<file path="config.mk">
export PLATFORM = sky130hd
export DESIGN_NAME = ping_flood_blocklist
export DESIGN_NICKNAME = d
export VERILOG_FILES = /design/src/rtl/core/pfb_pkg.sv /design/src/rtl/core/pfb_ram.sv /design/src/rtl/core/pfb_cfg.sv /design/src/rtl/core/pfb_burst.sv /design/src/rtl/core/ping_flood_blocklist.sv
export SDC_FILE = /design/constraint.sdc
export NUM_CORES = 2
export LEC_CHECK = 0
export ABC_CLOCK_PERIOD_IN_PS = 5760
export BUFFER_PORTS_ARGS = -buffer_cell sky130_fd_sc_hd__buf_2
export CAP_MARGIN = 20
export CELL_PAD_IN_SITES_DETAIL_PLACEMENT = 0
export CELL_PAD_IN_SITES_GLOBAL_PLACEMENT = 2
export CORE_UTILIZATION = 40
export CTS_CLUSTER_DIAMETER = 200
export DETAILED_ROUTE_END_ITERATION = 8
export GPL_ROUTABILITY_DRIVEN = 0
export GPL_TIMING_DRIVEN = 0
export PLACE_DENSITY = 0.82
export RECOVER_POWER = 25
export SETUP_SLACK_MARGIN = 0.2
export SYNTH_ARGS = -nofsm -noshare
export SYNTH_HDL_FRONTEND = slang
export SYNTH_SLANG_ARGS = --single-unit
</file>
<file path="constraint.sdc">
create_clock -name i_clk -period 5.76 [get_ports i_clk]
set_input_delay 0.288 -clock i_clk [delete_from_list [all_inputs] [get_ports i_clk]]
set_output_delay 0.288 -clock i_clk [all_outputs]
set_load 0.02 [all_outputs]
</file>
<file path="src/rtl/core/pfb_pkg.sv">
// shared types, codes and reset values for the flood block list
// no dependencies
package pfb_pkg;

    localparam int LIST_DEPTH_DEF = 16;
    localparam int CFG_IW         = 8;
    localparam int CFG_DW         = 32;
    localparam int EW             = 5;

    localparam logic [CFG_IW-1:0] REG_RESET_GAP  = 8'd0;
    localparam logic [CFG_IW-1:0] REG_FAST_DELTA = 8'd1;
    localparam logic [CFG_IW-1:0] REG_FAST_WAIT  = 8'd2;
    localparam logic [CFG_IW-1:0] REG_FLOOD_CNT  = 8'd3;
    localparam logic [CFG_IW-1:0] REG_BLOCK_SEC  = 8'd4;

    localparam logic [23:0] RST_RESET_GAP  = 24'd5000000;
    localparam logic [15:0] RST_FAST_DELTA = 16'd500;
    localparam logic [15:0] RST_FAST_WAIT  = 16'd900;
    localparam logic [15:0] RST_FLOOD_CNT  = 16'd500;
    localparam logic [15:0] RST_BLOCK_SEC  = 16'd20;

    typedef enum logic {
        OP_PACKET = 1'b0,
        OP_TICK   = 1'b1
    } t_opcode;

    typedef enum logic [1:0] {
        EV_NONE      = 2'd0,
        EV_BLOCKED   = 2'd1,
        EV_UNBLOCKED = 2'd2,
        EV_DROPPED   = 2'd3
    } t_event;

    typedef enum logic [1:0] {
        S_IDLE,
        S_SCAN,
        S_EXPIRE,
        S_SHIFT
    } t_state;

    typedef struct packed {
        t_opcode     opcode;
        logic [31:0] source_address;
        logic [23:0] wait_us;
    } t_item;

    typedef struct packed {
        t_event        event_res;
        logic [31:0]   event_address;
        logic          listed;
        logic [15:0]   burst_count;
        logic [EW-1:0] entries_used;
    } t_result;

    typedef struct packed {
        logic [23:0] reset_gap_us;
        logic [15:0] fast_delta_us;
        logic [15:0] fast_wait_us;
        logic [15:0] flood_count;
        logic [15:0] block_seconds;
    } t_cfg;

    typedef struct packed {
        logic [31:0] address;
        logic [31:0] stamp;
    } t_entry;

endpackage

</file>
<file path="src/rtl/core/pfb_ram.sv">
// generic single write, single read port ram with registered read
// no dependencies
module pfb_ram #(
    parameter int WIDTH = 64,
    parameter int DEPTH = 16
) (
    input  logic                                  i_clk,
    input  logic                                  i_wr_en,
    input  logic [(DEPTH > 1 ? $clog2(DEPTH) : 1)-1:0] i_wr_addr,
    input  logic [WIDTH-1:0]                      i_wr_data,
    input  logic                                  i_rd_en,
    input  logic [(DEPTH > 1 ? $clog2(DEPTH) : 1)-1:0] i_rd_addr,
    output logic [WIDTH-1:0]                      o_rd_data
);

    logic [WIDTH-1:0] r_mem [DEPTH];
    logic [WIDTH-1:0] r_rd_data;

    always_ff @(posedge i_clk) begin
        if (i_wr_en) begin
            r_mem[i_wr_addr] <= i_wr_data;
        end
        if (i_rd_en) begin
            r_rd_data <= r_mem[i_rd_addr];
        end
    end

    assign o_rd_data = r_rd_data;

endmodule

</file>
<file path="src/rtl/core/pfb_cfg.sv">
// configuration register file, always ready
// depends on pfb_pkg
module pfb_cfg (
    input  logic                        i_clk,
    input  logic                        i_rst_n,
    input  logic                        i_cfg_valid,
    output logic                        o_cfg_ready,
    input  logic [pfb_pkg::CFG_IW-1:0]  i_cfg_index,
    input  logic [pfb_pkg::CFG_DW-1:0]  i_cfg_data,
    output pfb_pkg::t_cfg               o_cfg
);
    import pfb_pkg::*;

    t_cfg r_cfg;
    t_cfg n_cfg;

    always_comb begin
        n_cfg = r_cfg;
        if (i_cfg_valid) begin
            case (i_cfg_index)
                REG_RESET_GAP:  n_cfg.reset_gap_us  = i_cfg_data[23:0];
                REG_FAST_DELTA: n_cfg.fast_delta_us = i_cfg_data[15:0];
                REG_FAST_WAIT:  n_cfg.fast_wait_us  = i_cfg_data[15:0];
                REG_FLOOD_CNT:  n_cfg.flood_count   = i_cfg_data[15:0];
                REG_BLOCK_SEC:  n_cfg.block_seconds = i_cfg_data[15:0];
                default: n_cfg = r_cfg;
            endcase
        end
    end

    always_ff @(posedge i_clk) begin
        if (!i_rst_n) begin
            r_cfg.reset_gap_us  <= RST_RESET_GAP;
            r_cfg.fast_delta_us <= RST_FAST_DELTA;
            r_cfg.fast_wait_us  <= RST_FAST_WAIT;
            r_cfg.flood_count   <= RST_FLOOD_CNT;
            r_cfg.block_seconds <= RST_BLOCK_SEC;
        end else begin
            r_cfg <= n_cfg;
        end
    end

    assign o_cfg_ready = 1'b1;
    assign o_cfg       = r_cfg;

endmodule

</file>
<file path="src/rtl/core/pfb_burst.sv">
// burst counter and previous wait, updated on packet words
// depends on pfb_pkg
module pfb_burst (
    input  logic          i_clk,
    input  logic          i_rst_n,
    input  pfb_pkg::t_cfg i_cfg,
    input  logic          i_load,
    input  logic [23:0]   i_wait,
    input  logic          i_commit,
    input  logic          i_listed,
    output logic [15:0]   o_burst,
    output logic [15:0]   o_count
);
    import pfb_pkg::*;

    logic [23:0] r_prev;
    logic [15:0] r_cnt;
    logic [15:0] r_pre;
    logic [15:0] w_base;
    logic        w_grow_ok;
    logic        w_fast;

    assign w_base    = (i_wait > i_cfg.reset_gap_us) ? 16'd0 : r_cnt;
    assign w_grow_ok = {1'b0, i_wait} < ({1'b0, r_prev} + 25'(i_cfg.fast_delta_us));
    assign w_fast    = w_grow_ok && (i_wait <= 24'(i_cfg.fast_wait_us))
                       && (r_prev <= 24'(i_cfg.fast_wait_us)) && (w_base != 16'hFFFF);

    always_ff @(posedge i_clk) begin
        if (!i_rst_n) begin
            r_prev <= '0;
            r_cnt  <= '0;
        end else begin
            if (i_load) begin
                r_prev <= i_wait;
            end
            if (i_commit) begin
                r_cnt <= o_burst;
            end
        end
    end

    always_ff @(posedge i_clk) begin
        if (i_load) begin
            r_pre <= w_fast ? w_base + 16'd1 : w_base;
        end
    end

    assign o_burst = i_listed ? 16'd0 : r_pre;
    assign o_count = r_cnt;

endmodule

</file>
<file path="src/rtl/core/ping_flood_blocklist.sv">
// echo-request flood detector with timed block list, top level
// depends on pfb_pkg, pfb_ram, pfb_cfg, pfb_burst
//
//  channel  | handshake               | payload
//  ---------+-------------------------+------------------------------
//  item     | i_start, o_busy         | i_item   (pfb_pkg::t_item)
//  result   | o_done (one-cycle)      | o_result (pfb_pkg::t_result)
//  config   | i_cfg_valid, o_cfg_ready| i_cfg_index, i_cfg_data
//
// the list sits in one ram read at one entry a cycle
// packet: search of every list entry, then the registered result
// tick: search up to the first expired entry, then its removal by compaction
// reset needs no clearing pass, list entries are only read below the count
// results cannot be stalled, config always ready
module ping_flood_blocklist #(
    parameter int LIST_DEPTH = pfb_pkg::LIST_DEPTH_DEF
) (
    input  logic                       i_clk,
    input  logic                       i_rst_n,
    input  logic                       i_start,
    output logic                       o_busy,
    input  pfb_pkg::t_item             i_item,
    output logic                       o_done,
    output pfb_pkg::t_result           o_result,
    input  logic                       i_cfg_valid,
    output logic                       o_cfg_ready,
    input  logic [pfb_pkg::CFG_IW-1:0] i_cfg_index,
    input  logic [pfb_pkg::CFG_DW-1:0] i_cfg_data
);
    import pfb_pkg::*;

    localparam int AW = (LIST_DEPTH > 1) ? $clog2(LIST_DEPTH) : 1;
    localparam int CW = $clog2(LIST_DEPTH + 1);
    localparam int DW = $bits(t_entry);

    t_cfg    w_cfg;
    t_state  r_state, n_state;
    t_item   r_item, n_item;
    t_result r_out, n_out;
    logic    r_done, n_done;
    logic    r_hit, n_hit;
    logic    r_pend, n_pend;
    logic [CW-1:0] r_count, n_count;
    logic [CW-1:0] r_idx, n_idx;
    logic [AW-1:0] r_cmp, n_cmp;
    logic [31:0]   r_sec, n_sec;
    logic [31:0]   r_ev_addr, n_ev_addr;

    logic          w_accept;
    logic          w_can_issue;
    logic          w_hit_now;
    logic          w_expired;
    t_entry        w_rd;
    logic [DW-1:0] w_rd_data;
    logic          w_rd_en, w_wr_en;
    logic [AW-1:0] w_rd_addr, w_wr_addr;
    t_entry        w_wr;
    logic          w_load, w_commit;
    logic [15:0]   w_burst, w_count;
    logic [CW-1:0] w_cnt_inc;

    pfb_cfg u_cfg (
        .i_clk       (i_clk),
        .i_rst_n     (i_rst_n),
        .i_cfg_valid (i_cfg_valid),
        .o_cfg_ready (o_cfg_ready),
        .i_cfg_index (i_cfg_index),
        .i_cfg_data  (i_cfg_data),
        .o_cfg       (w_cfg)
    );

    pfb_burst u_burst (
        .i_clk    (i_clk),
        .i_rst_n  (i_rst_n),
        .i_cfg    (w_cfg),
        .i_load   (w_load),
        .i_wait   (i_item.wait_us),
        .i_commit (w_commit),
        .i_listed (r_hit),
        .o_burst  (w_burst),
        .o_count  (w_count)
    );

    pfb_ram #(
        .WIDTH (DW),
        .DEPTH (LIST_DEPTH)
    ) u_list (
        .i_clk     (i_clk),
        .i_wr_en   (w_wr_en),
        .i_wr_addr (w_wr_addr),
        .i_wr_data (w_wr),
        .i_rd_en   (w_rd_en),
        .i_rd_addr (w_rd_addr),
        .o_rd_data (w_rd_data)
    );

    assign w_rd        = w_rd_data;
    assign o_busy      = (r_state != S_IDLE);
    assign w_accept    = i_start && !o_busy;
    assign w_can_issue = r_idx < r_count;
    assign w_hit_now   = r_pend && (w_rd.address == r_item.source_address);
    assign w_expired   = r_pend && ((r_sec - w_rd.stamp) >= 32'(w_cfg.block_seconds));
    assign w_cnt_inc   = r_idx + CW'(1);

    // next state
    always_comb begin
        n_state = r_state;
        case (r_state)
            S_IDLE: begin
                if (w_accept) begin
                    n_state = (i_item.opcode == OP_TICK) ? S_EXPIRE : S_SCAN;
                end
            end
            S_SCAN: begin
                if (!r_pend) begin
                    n_state = S_IDLE;
                end
            end
            S_EXPIRE: begin
                if (w_expired) begin
                    n_state = S_SHIFT;
                end else if (!r_pend) begin
                    n_state = S_IDLE;
                end
            end
            S_SHIFT: begin
                if (!r_pend && !w_can_issue) begin
                    n_state = S_IDLE;
                end
            end
            default: n_state = S_IDLE;
        endcase
    end

    // datapath and list access
    always_comb begin
        n_item    = r_item;
        n_out     = r_out;
        n_done    = 1'b0;
        n_hit     = r_hit;
        n_pend    = r_pend;
        n_count   = r_count;
        n_idx     = r_idx;
        n_cmp     = r_cmp;
        n_sec     = r_sec;
        n_ev_addr = r_ev_addr;
        w_rd_en   = 1'b0;
        w_rd_addr = r_idx[AW-1:0];
        w_wr_en   = 1'b0;
        w_wr_addr = r_count[AW-1:0];
        w_wr      = w_rd;
        w_load    = 1'b0;
        w_commit  = 1'b0;
        case (r_state)
            S_IDLE: begin
                if (w_accept) begin
                    n_item    = i_item;
                    n_hit     = 1'b0;
                    n_idx     = CW'(1);
                    n_cmp     = '0;
                    n_pend    = (r_count != '0);
                    w_rd_en   = (r_count != '0);
                    w_rd_addr = '0;
                    if (i_item.opcode == OP_TICK) begin
                        n_sec = r_sec + 32'd1;
                    end else begin
                        w_load = 1'b1;
                    end
                end
            end
            S_SCAN: begin
                if (r_pend) begin
                    if (w_hit_now) begin
                        n_hit = 1'b1;
                    end
                    if (w_can_issue) begin
                        w_rd_en = 1'b1;
                        n_cmp   = r_idx[AW-1:0];
                        n_idx   = w_cnt_inc;
                    end else begin
                        n_pend = 1'b0;
                    end
                end else begin
                    w_commit            = 1'b1;
                    n_done              = 1'b1;
                    n_out.event_res     = EV_NONE;
                    n_out.event_address = '0;
                    n_out.listed        = r_hit;
                    n_out.burst_count   = w_burst;
                    if (w_cfg.flood_count != '0 && w_burst == w_cfg.flood_count) begin
                        if (r_count < CW'(LIST_DEPTH)) begin
                            w_wr_en             = 1'b1;
                            w_wr.address        = r_item.source_address;
                            w_wr.stamp          = r_sec;
                            n_count             = r_count + CW'(1);
                            n_out.event_res     = EV_BLOCKED;
                            n_out.event_address = r_item.source_address;
                        end else begin
                            n_out.event_res = EV_DROPPED;
                        end
                    end
                    n_out.entries_used = EW'(n_count);
                end
            end
            S_EXPIRE: begin
                if (w_expired) begin
                    n_ev_addr = w_rd.address;
                    n_idx     = CW'(r_cmp) + CW'(1);
                    n_pend    = 1'b0;
                end else if (r_pend) begin
                    if (w_can_issue) begin
                        w_rd_en = 1'b1;
                        n_cmp   = r_idx[AW-1:0];
                        n_idx   = w_cnt_inc;
                    end else begin
                        n_pend = 1'b0;
                    end
                end else begin
                    n_done              = 1'b1;
                    n_out.event_res     = EV_NONE;
                    n_out.event_address = '0;
                    n_out.listed        = 1'b0;
                    n_out.burst_count   = w_count;
                    n_out.entries_used  = EW'(r_count);
                end
            end
            S_SHIFT: begin
                if (r_pend) begin
                    w_wr_en   = 1'b1;
                    w_wr_addr = r_cmp - AW'(1);
                end
                if (w_can_issue) begin
                    w_rd_en = 1'b1;
                    n_cmp   = r_idx[AW-1:0];
                    n_idx   = w_cnt_inc;
                    n_pend  = 1'b1;
                end else begin
                    n_pend = 1'b0;
                    if (!r_pend) begin
                        n_count             = r_count - CW'(1);
                        n_done              = 1'b1;
                        n_out.event_res     = EV_UNBLOCKED;
                        n_out.event_address = r_ev_addr;
                        n_out.listed        = 1'b0;
                        n_out.burst_count   = w_count;
                        n_out.entries_used  = EW'(n_count);
                    end
                end
            end
            default: n_done = 1'b0;
        endcase
    end

    always_ff @(posedge i_clk) begin
        if (!i_rst_n) begin
            r_state <= S_IDLE;
            r_done  <= 1'b0;
            r_pend  <= 1'b0;
            r_count <= '0;
            r_sec   <= '0;
        end else begin
            r_state <= n_state;
            r_done  <= n_done;
            r_pend  <= n_pend;
            r_count <= n_count;
            r_sec   <= n_sec;
        end
    end

    always_ff @(posedge i_clk) begin
        r_item    <= n_item;
        r_out     <= n_out;
        r_hit     <= n_hit;
        r_idx     <= n_idx;
        r_cmp     <= n_cmp;
        r_ev_addr <= n_ev_addr;
    end

    assign o_done   = r_done;
    assign o_result = r_out;

endmodule
</file>
==> flow_summary_export.csv <==
group,metric,value,unit
status,status,"complete, but fails checks",
status,violations,"max-capacitance violations, max-slew violations",
timing,period_share,94.2,%
pwr,ir_drop,0.246,mV
clock_network,cts_tree,"yes",
detailed_routing,detail-route-antenna-nets,0,
pwr,switching_share,25.1,%
logic_synthesis,synth.net_count,5169,
detailed_routing,vias,41550,
placed_design,io_buffers,149,
global_route,grt_start_max_net_pins,33,
timing,drv_slew,59,
logic_synthesis,avgSynthCellArea,12.5,µm²
die,coreArea,152000,µm²
global_route,grt.overflow.total,0,
detailed_routing,route.detailed.drc,0,
setup_path,endpoint_kind,"flop",
pwr,p_switching,0.00559,W
layout,areaGrowthSynthToFinish,16.5,%
setup_path,start_kind,"flop",
timing,rsz0062_at_grt,"false",
detailed_routing,drt_iter0_markers,3684,
setup_path,cp.required,6240,ps
die,initial_utilization,40.4,%
clock_network,h-tree-depth,4,
timing,maxSlewHeadroom,-18.4,%
hold_path,min_path_type,"in -> reg",
pwr,powerDensity,312,nW/µm²
die,die-height,394,µm
layout,drive_above_1_share,8.68,%
die,fp-row-count,143,
detailed_routing,dr.pass1.iters,5,
die,die_w,394,µm
pwr,clkPwrFrac,41.2,%
logic_synthesis,yosys.area.top_type,"edfxtp_1",
setup_path,crit_fanout,23,
logic_synthesis,netlist_instances,4907,
detailed_routing,wl,180000,µm
clock_network,insertion_delay,800,ps
timing,worstMarginPinSlew,1770,ps
clock_network,cts.sinks,1403,
logic_synthesis,yosys_warnings,0,
logic_synthesis,synth_commonest_cells,"edfxtp_1, nand2_1, a211oi_1, nor2b_1, clkbuf_1",
global_route,grt_pass1_wl,264000,µm
logic_synthesis,synth_cell_type_count,78,
die,fp.dieArea,155000,µm²
logic_synthesis,synth_area,61500,µm²
timing,fmax,0.184,GHz
pwr,p_int,0.0167,W
global_route,grt.total_usage,22.6,%
placed_design,post-dp-hpwl,125000,µm
global_route,grt_pass1_vias,40618,
logic_synthesis,synth_area_leaders,"edfxtp_1, dfxtp_1, nand2_1",
clock_network,cts_root_buffer,"clkbuf_16",
die,io-pin-count,160,
logic_synthesis,synth_most_common_cell,"edfxtp_1",
layout,finalNetCount,5628,
run,maxCapViolations,2,
logic_synthesis,async_flop_share,0,%
pwr,power.leakage,23.8,nW
logic_synthesis,synth_edf_count,1234,
clock_network,clk_pin_slew,50,ps
timing,finalSetupViolations,0,
timing,hold_ws,76.4,ps
clock_network,cts_max_path_buffers,3,
logic_synthesis,synth_top_area_share,60.3,%
logic_synthesis,synth_seq_cells,1403,
setup_path,cp_data_arrival_time,5900,ps
clock_network,numCtsBuffers,148,
timing,finalHoldViolations,0,
layout,fillerInstances,13531,
setup_path,critical_path_class,"reg -> reg",
layout,fin_util,47.1,%
detailed_routing,wl_per_cell,23.9,µm
logic_synthesis,ys.flop_type,"edfxtp_1",
pwr,power_frac_comb,9.0,%
pwr,seq_power_share,49.8,%
timing,min_period,5430,ps
detailed_routing,post_drt_via_cell_ratio,5.53,
global_route,antenna_found_initial,8,
logic_synthesis,ys_seq_area_share,65.8,%
timing,finClkSkew,46.1,ps
[per-stage QoR]
step                      power (W)  TNS (ps)  instance area (µm²)  cells  worst slack (ps)
after floorplan              0.0125         0                61500   4907               146
after global placement       0.0133  -4354530                64800   7086             -4510
after detailed placement     0.0133    -12260                65900   7137              -337
after CTS                    0.0225         0                71500   7501               211
after global routing         0.0230         0                71700   7517               122
final                        0.0223         0                71700   7518               335
[metal layers]
metal	wire (µm)	vias up	track usage [%]
li1	-	19310	-
met4	5280	0	7.40
met1	78000	20520	31.0
met3	12400	261	3.50
met2	84400	1459	36.8
met5	0	-	0
[registers in the layout, indices dropped and copies added, names as in the netlist]
register          flops
u_list.r_mem       1024
u_cfg.o_cfg          88
u_list.o_rd_data     64
o_result             56
r_ev_addr            32
r_item               32
r_sec                32
u_burst.r_prev       24
u_burst.o_count      16
u_burst.r_pre        16
r_count               5
r_idx                 5
r_cmp                 4
r_state               2
o_done                1
r_hit                 1
r_pend                1
[final cells by class]
| cell class | count | area (µm²) | share of cell area, % |
|---|---|---|---|
| clock inverter | 78 | 704 | 0.983 |
| inverter | 122 | 458 | 0.639 |
| clock buffer | 193 | 3960 | 5.52 |
| sequential | 1403 | 40400 | 56.4 |
| timing repair buffer | 308 | 2700 | 3.77 |
| multi-input combinational | 3084 | 19700 | 27.5 |
| tap | 2030 | 2540 | 3.54 |
| antenna | 1 | 2.50 | 0.00349 |
| buffer | 299 | 1150 | 1.60 |
[cells by family (layout without fill, tap and decap cells)]
logic type / after synthesis / in the layout / synth area share [%]
AO/OA/AOI/OAI: 1174 / 1175 / 13.2
adder cells (fa/ha/maj): 161 / 161 / 3.30
multiplexers: 93 / 93 / 1.66
buffers and inverters: 421 / 1000 / 2.61
other: 1 / 2 / 0.00610
XOR/XNOR: 125 / 125 / 1.78
flip-flops: 1403 / 1403 / 65.8
AND/OR/NAND/NOR: 1529 / 1529 / 11.7
[power by group through the flow]
stage          logic [W]  clock network (W)  registers [W]
3_5_place_dp     0.00197                  0         0.0113
3_3_place_gp     0.00193                  0         0.0113
2_1_floorplan    0.00111                  0         0.0113
4_1_cts          0.00203            0.00933         0.0111
6_report         0.00202            0.00919         0.0111
5_1_grt          0.00218            0.00973         0.0111
[final timing paths]
kind                                                   start                             end  slack, ps  depth (start not counted)
worst min register to register  u_cfg.o_cfg[44]$_SDFFE_PN0P_    u_cfg.o_cfg[44]$_SDFFE_PN0P_        460                          2
worst max register to register               r_hit$_DFFE_PP_  u_list.r_mem[12][27]$_DFFE_PP_        330                         15
worst min-delay path                          i_cfg_index[0]    u_cfg.o_cfg[51]$_SDFFE_PN0P_         80                          5
worst max-delay path                         r_hit$_DFFE_PP_  u_list.r_mem[12][27]$_DFFE_PP_        330                         15
[worst max-delay path, stage by stage (launching register included)]
cell	delay, ps
edfxtp_1	520
nand2b_1	290
a222oi_1	370
and3_1	230
nand4_1	110
nor4_1	400
clkbuf_1	320
and2_1	220
nand2_1	360
clkbuf_1	420
nor2_1	230
o21ai_0	210
buf_2	260
nor2_4	630
buf_12	280
buf_12	220
[cells in the final DEF, fill, tap and decap left out, types with 17 or more instances in the layout]
cell,instances
a211oi_1,329
a21boi_0,83
a21o_1,54
a21oi_1,214
a22o_1,33
a311oi_1,129
a31oi_1,144
and2_0,36
and3_1,28
buf_12,37
buf_2,93
clkbuf_1,377
clkbuf_16,152
clkinv_1,30
clkinv_2,25
dfxtp_1,169
dlygate4sd3_1,83
edfxtp_1,1234
ha_1,158
inv_1,122
mux2_1,22
mux2_2,44
mux2i_1,26
nand2_1,833
nand2b_1,28
nand3_1,50
nand4_1,42
nor2_1,104
nor2_4,17
nor2b_1,286
nor3_1,20
o211ai_1,28
o21ai_0,87
xnor2_1,89
xor2_1,35
[repair_timing]
item	CTS	global route
endpoints found under the setup margin	71	79
setup buffers	9	9
hold endpoints to repair	145	0
hold buffers	83	0
resized for setup	5	19
pin swaps	4	15
gates cloned	1	3
Power figures use the tool's default switching activity.
